File: config.mk
export PLATFORM = sky130hd
export DESIGN_NAME = ipv4_dotted_quad_parser
export DESIGN_NICKNAME = d
export VERILOG_FILES = /design/src/design/ipq_pkg.sv /design/src/design/ipq_in_reg.sv /design/src/design/ipq_parse.sv /design/src/design/ipq_out_reg.sv /design/src/design/ipv4_dotted_quad_parser.sv
export SDC_FILE = /design/constraint.sdc
export NUM_CORES = 1
export LEC_CHECK = 0
export BUFFER_PORTS_ARGS = -buffer_cell sky130_fd_sc_hd__buf_4
export CAP_MARGIN = 20
export CORE_MARGIN = 5
export CORE_UTILIZATION = 58
export CTS_BUF_LIST = sky130_fd_sc_hd__clkbuf_4 sky130_fd_sc_hd__clkbuf_8 sky130_fd_sc_hd__clkbuf_16
export DETAILED_ROUTE_END_ITERATION = 10
export GPL_ROUTABILITY_DRIVEN = 0
export PLACE_DENSITY = 0.8
export SLEW_MARGIN = 20
export SYNTH_ARGS = -nofsm -noshare
export SYNTH_HDL_FRONTEND = slang
export SYNTH_SLANG_ARGS = --single-unit
export TNS_END_PERCENT = 5
File: constraint.sdc
create_clock -name clk -period 3.76 [get_ports clk]
set_input_delay 0.564 -clock clk [delete_from_list [all_inputs] [get_ports clk]]
set_output_delay 0.564 -clock clk [all_outputs]
set_load 0.05 [all_outputs]
File: src/design/ipq_pkg.sv
// Shared types and character constants for the IPv4 dotted-quad parser.
// No dependencies; used by every module of the block except ipq_checker.
package ipq_pkg;

  localparam logic [7:0] CHAR_ZERO = 8'h30;
  localparam logic [7:0] CHAR_NINE = 8'h39;
  localparam logic [7:0] CHAR_DOT  = 8'h2E;
  localparam logic [9:0] OCTET_MAX = 10'd255;
  localparam logic [2:0] SAT_LIMIT = 3'd4;
  localparam logic [2:0] DIGITS_MAX = 3'd3;
  localparam logic [2:0] DOTS_NEEDED = 3'd3;

  // One input transaction: a character and its end-of-string mark.
  typedef struct packed {
    logic [7:0] character;
    logic       final_char;
  } item_t;

  // One result transaction.
  typedef struct packed {
    logic        valid_res;
    logic [31:0] address;
  } result_t;

endpackage

File: src/design/ipq_in_reg.sv
// Input register stage of the dotted-quad parser.
// Depends on ipq_pkg for the item type.
module ipq_in_reg (
  input  logic          clk,
  input  logic          rst,
  input  logic          in_valid,
  input  ipq_pkg::item_t in_item,
  output logic          in_stall,
  input  logic          adv,
  output logic          s1_valid,
  output ipq_pkg::item_t s1_item
);

  logic s1_valid_next;
  logic accept;

  assign in_stall = s1_valid && !adv;
  assign accept   = in_valid && !in_stall;

  always_comb begin
    s1_valid_next = s1_valid;
    if (accept) begin
      s1_valid_next = 1'b1;
    end else if (adv) begin
      s1_valid_next = 1'b0;
    end
  end

  always_ff @(posedge clk) begin
    if (rst) begin
      s1_valid <= 1'b0;
    end else begin
      s1_valid <= s1_valid_next;
    end
  end

  // payload, no reset needed
  always_ff @(posedge clk) begin
    if (accept) begin
      s1_item <= in_item;
    end
  end

endmodule

File: src/design/ipq_parse.sv
// Per-character parse state and update logic.
// Depends on ipq_pkg for types and character constants.
module ipq_parse (
  input  logic            clk,
  input  logic            rst,
  input  logic            adv,
  input  ipq_pkg::item_t  s1_item,
  output ipq_pkg::result_t result
);

  logic [23:0] upper_octets, upper_octets_next;
  logic [9:0]  octet_value, octet_value_next;
  logic [2:0]  digit_count, digit_count_next;
  logic        leading_zero, leading_zero_next;
  logic [2:0]  dots_seen, dots_seen_next;
  logic        error_seen, error_seen_next;

  logic        is_digit;
  logic        is_dot;
  logic [3:0]  digit;
  logic [13:0] mac;
  logic        cur_ok;
  logic        new_ok;
  logic        ok;

  assign is_digit = (s1_item.character >= ipq_pkg::CHAR_ZERO) &&
                    (s1_item.character <= ipq_pkg::CHAR_NINE);
  assign is_dot   = (s1_item.character == ipq_pkg::CHAR_DOT);
  assign digit    = 4'(s1_item.character - ipq_pkg::CHAR_ZERO);
  // value * 10 + digit as shifts and adds
  assign mac      = {1'b0, octet_value, 3'b000} + {3'b000, octet_value, 1'b0}
                    + {10'd0, digit};

  assign cur_ok = (digit_count != 3'd0) && (digit_count <= ipq_pkg::DIGITS_MAX) &&
                  (octet_value <= ipq_pkg::OCTET_MAX);

  always_comb begin
    upper_octets_next = upper_octets;
    octet_value_next  = octet_value;
    digit_count_next  = digit_count;
    leading_zero_next = leading_zero;
    dots_seen_next    = dots_seen;
    error_seen_next   = error_seen;
    priority if (is_digit) begin
      if (digit_count == 3'd0) begin
        leading_zero_next = (digit == 4'd0);
      end else if (leading_zero) begin
        error_seen_next = 1'b1;
      end
      if (digit_count < ipq_pkg::DIGITS_MAX) begin
        octet_value_next = mac[9:0];
      end else begin
        error_seen_next = 1'b1;
      end
      if (digit_count < ipq_pkg::SAT_LIMIT) begin
        digit_count_next = digit_count + 3'd1;
      end
    end else if (is_dot) begin
      if (!cur_ok || (dots_seen >= ipq_pkg::DOTS_NEEDED)) begin
        error_seen_next = 1'b1;
      end else begin
        upper_octets_next = {upper_octets[15:0], octet_value[7:0]};
      end
      if (dots_seen < ipq_pkg::SAT_LIMIT) begin
        dots_seen_next = dots_seen + 3'd1;
      end
      octet_value_next  = 10'd0;
      digit_count_next  = 3'd0;
      leading_zero_next = 1'b0;
    end else begin
      error_seen_next = 1'b1;
    end
  end

  // verdict on the state after this character
  assign new_ok = (digit_count_next != 3'd0) &&
                  (digit_count_next <= ipq_pkg::DIGITS_MAX) &&
                  (octet_value_next <= ipq_pkg::OCTET_MAX);
  assign ok = !error_seen_next && (dots_seen_next == ipq_pkg::DOTS_NEEDED) && new_ok;

  assign result.valid_res = ok;
  assign result.address   = ok ? {upper_octets_next, octet_value_next[7:0]} : 32'd0;

  always_ff @(posedge clk) begin
    if (rst || (adv && s1_item.final_char)) begin
      upper_octets <= 24'd0;
      octet_value  <= 10'd0;
      digit_count  <= 3'd0;
      leading_zero <= 1'b0;
      dots_seen    <= 3'd0;
      error_seen   <= 1'b0;
    end else if (adv) begin
      upper_octets <= upper_octets_next;
      octet_value  <= octet_value_next;
      digit_count  <= digit_count_next;
      leading_zero <= leading_zero_next;
      dots_seen    <= dots_seen_next;
      error_seen   <= error_seen_next;
    end
  end

endmodule

File: src/design/ipq_out_reg.sv
// Result register of the dotted-quad parser; holds a result under stall.
// Depends on ipq_pkg for the result type.
module ipq_out_reg (
  input  logic             clk,
  input  logic             rst,
  input  logic             load,
  input  ipq_pkg::result_t result,
  input  logic             out_stall,
  output logic             out_valid,
  output ipq_pkg::result_t out_result
);

  logic out_valid_next;

  always_comb begin
    out_valid_next = out_valid;
    if (load) begin
      out_valid_next = 1'b1;
    end else if (out_valid && !out_stall) begin
      out_valid_next = 1'b0;
    end
  end

  always_ff @(posedge clk) begin
    if (rst) begin
      out_valid <= 1'b0;
    end else begin
      out_valid <= out_valid_next;
    end
  end

  always_ff @(posedge clk) begin
    if (load) begin
      out_result <= result;
    end
  end

endmodule

File: src/design/ipv4_dotted_quad_parser.sv
// Top level of the strict IPv4 dotted-quad parser.
// Depends on ipq_pkg, ipq_in_reg, ipq_parse and ipq_out_reg.
//
// Usage:
//   Input channel (in_valid / in_stall) carries one ASCII character per
//   transaction; final_char marks the last character of an address string.
//   Output channel (out_valid / out_stall) carries one result transaction
//   per string: valid_res and the 32-bit address (first octet in 31..24,
//   zero when the string is not a strict dotted quad).
//   Characters without final_char produce no output transaction.
// Timing:
//   Throughput is one character per cycle unless a final character waits
//   behind a stalled result. A final character passes the input register,
//   then the state update and the result register, before out_valid.
// Reset (rst, synchronous): clears both valid flags and all parse state.
// Stall: a result held under out_stall keeps its value; non-final
//   characters keep flowing, and a final character waits in the input
//   register (raising in_stall) only while the held result is not taken.
module ipv4_dotted_quad_parser (
  input  logic        clk,
  input  logic        rst,
  input  logic        in_valid,
  output logic        in_stall,
  input  logic [7:0]  character,
  input  logic        final_char,
  output logic        out_valid,
  input  logic        out_stall,
  output logic        valid_res,
  output logic [31:0] address
);

  ipq_pkg::item_t   in_item;
  ipq_pkg::item_t   s1_item;
  ipq_pkg::result_t result;
  ipq_pkg::result_t out_result;
  logic             s1_valid;
  logic             adv;

  assign in_item.character  = character;
  assign in_item.final_char = final_char;

  // Stage 1 moves on unless it holds a final character and the result
  // register is occupied and stalled.
  assign adv = s1_valid && (!s1_item.final_char || !out_valid || !out_stall);

  ipq_in_reg u_in_reg (
    .clk      (clk),
    .rst      (rst),
    .in_valid (in_valid),
    .in_item  (in_item),
    .in_stall (in_stall),
    .adv      (adv),
    .s1_valid (s1_valid),
    .s1_item  (s1_item)
  );

  ipq_parse u_parse (
    .clk     (clk),
    .rst     (rst),
    .adv     (adv),
    .s1_item (s1_item),
    .result  (result)
  );

  ipq_out_reg u_out_reg (
    .clk        (clk),
    .rst        (rst),
    .load       (adv && s1_item.final_char),
    .result     (result),
    .out_stall  (out_stall),
    .out_valid  (out_valid),
    .out_result (out_result)
  );

  assign valid_res = out_result.valid_res;
  assign address   = out_result.address;

endmodule

==> metrics <==
Setup CP Type=reg -> reg; Yosys cell types=47; cell row count=31; io pins=48; WL met1=approximately 3.7 mm; #FFs+latches synth=86; maxcap violations=0; Fillers=560; Hold Vio Cnt, Final=0; Top Layer Used=met4; sequential share of the synthesized area=50.1%; setup_tns=0 ns; max incr delay on CP=about 0.48 ns; classification of the worst-slack hold path=in -> reg; status=complete, no violations; switching power=a little over 0.0004 W; Clk pwr share=between 30% and 40%; largest net degree at the start of global routing=43; Int Power=approximately 0.0013 W; ys async rst share=0%; worst-margin pin slew=approximately 0.89 ns; post-layout min period=approximately 3.2 ns; synthesis-to-layout area growth=14.3%; CP required=3.96 ns; Leak=roughly 1.7 nW; I/O Buffers=47; Worst VDD drop=slightly below 0.3 mV; vias in the first global route=between 3k and 4k; overall routing resource usage=20.3%; initial antenna violation count=0; met2 WL post-DR=4.39 mm; Max H-tree Level=3; Ant. Diodes=0; RSZ-0062 raised after global routing=no; wire length per cell=15.9 um; chain of cells forming the critical path=inv_1, fa_1, inv_1, fa_1, a211oi_1, o21bai_1, a21oi_1, xor2_1, a31oi_4, buf_12, nor3_2; internal reg-to-reg setup slack=between 0.5 and 0.6 ns; DRT iter0 DRCs=about 250; Cell Area, Placed=about 0.0047 sq mm; Setup WS pre-CTS=around 0.54 ns; Post-synth top flop=dfxtp_1; starting density of the core=around 59%; Arrival @ worst endpoint=about 3.5 ns; crit path max-delay cell type=fa_1; total wire length=between 8 and 9 mm; Overflow after GRT=0; Nets=roughly 480; Mapped Nets=440; drt drc=0; first-pass iteration count of the detailed router=5; slew margin rel.=about two fifths; PostCTS Resize Cnt=0; final setup violation count=0; EDFF count, synth=between 40 and 50; first-pass GRT wire length=roughly 14 mm; cell area after layout=slightly below 0.005 sq mm; Avg Inst Size Synth=about 10 sq um; share of cells above drive strength 1=around 22%; share of power burned in registers=57.8%; Clock Sink Count=86; Post-CTS Setup Bufs=0; Max Fclk=0.308 GHz; synthesized area=around 0.0043 sq mm; peak fanout along the critical path=30; Comb power frac=around 5.3%; met3 wire len=495 um; synth warn=0; pins over their slew limit=0; crit start category=flop; pwr/cell area=355 mW/mm^2; sw frac=23.4%; crit path capture type=flop; Final period util=between 80% and 90%; Syn Inst Count=approximately 400; skew final=about 0.0073 ns; cts hold-fix bufs=0; Clk Latency, worst-skew pair=between 0.3 and 0.4 ns; drt via density=5.83; Final HPWL DP=between 6 and 7 mm; CTS tree=done; CTS Buf Count=9; Clk pin slew, worst setup/hold paths=0.09 ns; core area=around 0.007 sq mm; Max Root-Sink Buffers=2; root buffer cell=clkbuf_8; die area=~0.0092 sq mm; Antenna Nets Post-Route=0; Die H=95.8 um; die width=between 90 and 100 um; PnR worst setup slack=about 0.5 ns; Via Count=3213
==> cells in the final DEF, fill, tap and decap left out, types with 3 or more instances in the layout <==
cell / instances
mux2i_1: 27
clkbuf_8: 9
nor3_1: 11
xor2_1: 5
nand3_1: 4
dfxtp_1: 44
nor3_2: 29
nor4_1: 3
ha_1: 17
xnor2_1: 4
a21oi_1: 35
nand2_1: 59
nor2_1: 30
buf_4: 50
a211oi_1: 6
o21ai_0: 6
inv_1: 13
edfxtp_1: 42
a22oi_1: 18
==> state kept, by name (all words and copies together), names as in the netlist <==
name / flops
u_out_reg.out_result: 33
u_parse.upper_octets: 24
u_parse.octet_value: 10
u_in_reg.s1_item: 9
u_parse.digit_count: 3
u_parse.dots_seen: 3
u_in_reg.s1_valid: 1
u_out_reg.out_valid: 1
u_parse.error_seen: 1
u_parse.leading_zero: 1
==> power groups by stage <==
stage	sequential [W]	combinational (W)	clock [W]
floorplan	0.00104	0.0000394	0
global placement	0.00102	0.0000901	0
detailed placement	0.00102	0.0000919	0
CTS	0.00100	0.0000922	0.000649
global route	0.00100	0.0000996	0.000691
finish	0.00100	0.0000915	0.000641
==> stage by stage <==
step | instances | utilization, % | total power (W) | hold slack (ns)
3_3_place_gp | 535 | 64.9 | 0.00111 | 0.438
5_1_grt | 551 | 67.7 | 0.00179 | 0.367
2_1_floorplan | 408 | - | 0.00108 | 0.431
3_5_place_dp | 535 | 64.9 | 0.00112 | 0.443
6_report | 551 | 67.7 | 0.00173 | 0.370
4_1_cts | 551 | 67.7 | 0.00174 | 0.364
==> routing by layer <==
layer	track usage, %	vias to the layer above
met5	0	-
met4	8.18	0
met3	3.28	15
met2	35.3	118
met1	25.0	1532
li1	-	1548
==> critical path, delay by kind of cell, from the launching register on <==
family	cells	cell delay (ns)
adders and majority gates	2	0.94
AOI/OAI and AO/OA	4	0.81
DFF	1	0.45
buffers and inverters	3	0.36
xor gates and xnor gates	1	0.29
and+or+nand+nor	1	0.21
==> cell families after synthesis <==
group	synth area share, %
simple gates	19.4
flops	50.1
compound gates	12.2
buf+inv	4.19
mux	6.33
fa+ha+maj	5.92
xor+xnor	1.84
==> synth_stat cells, drive strengths merged, types with 2 or more instances <==
cell type | n | area, sq um
a211oi | 6 | 45.0
nor2 | 30 | 113
mux2i | 27 | 270
dfxtp | 44 | 881
o21ai | 8 | 40.0
edfxtp | 42 | 1260
a21oi | 35 | 175
nand3 | 4 | 20.0
ha | 17 | 213
o21bai | 2 | 15.0
clkbuf | 12 | 45.0
or2 | 2 | 12.5
and2 | 3 | 18.8
nor4 | 4 | 31.3
fa | 2 | 40.0
nor3 | 40 | 345
and3 | 2 | 12.5
buf | 11 | 85.1
a22oi | 18 | 135
inv | 13 | 48.8
xor2 | 5 | 43.8
nand2 | 59 | 221
xnor2 | 4 | 35.0
a31oi | 2 | 12.5
==> final cells by class <==
cell class                 count  area (sq um)  area share, %
sequential                    86          2140           43.9
multi-input combinational    286          1980           40.5
timing repair buffer          51           395           8.10
clock buffer                   9           124           2.54
tap                           99           124           2.54
clock inverter                 7          72.6           1.49
inverter                      13          48.8          0.999
==> path summary, 6_finish.rpt <==
check,from,to,cells after the start
worst max register to register,u_parse.octet_value[2],u_out_reg.out_result[26],11
worst max-delay path,u_parse.octet_value[2],u_out_reg.out_result[26],11
worst min register to register,u_parse.upper_octets[17],u_parse.upper_octets[17],2
worst min-delay path,final_char,u_in_reg.s1_item[0],1
(Power assumes the default switching activity.)
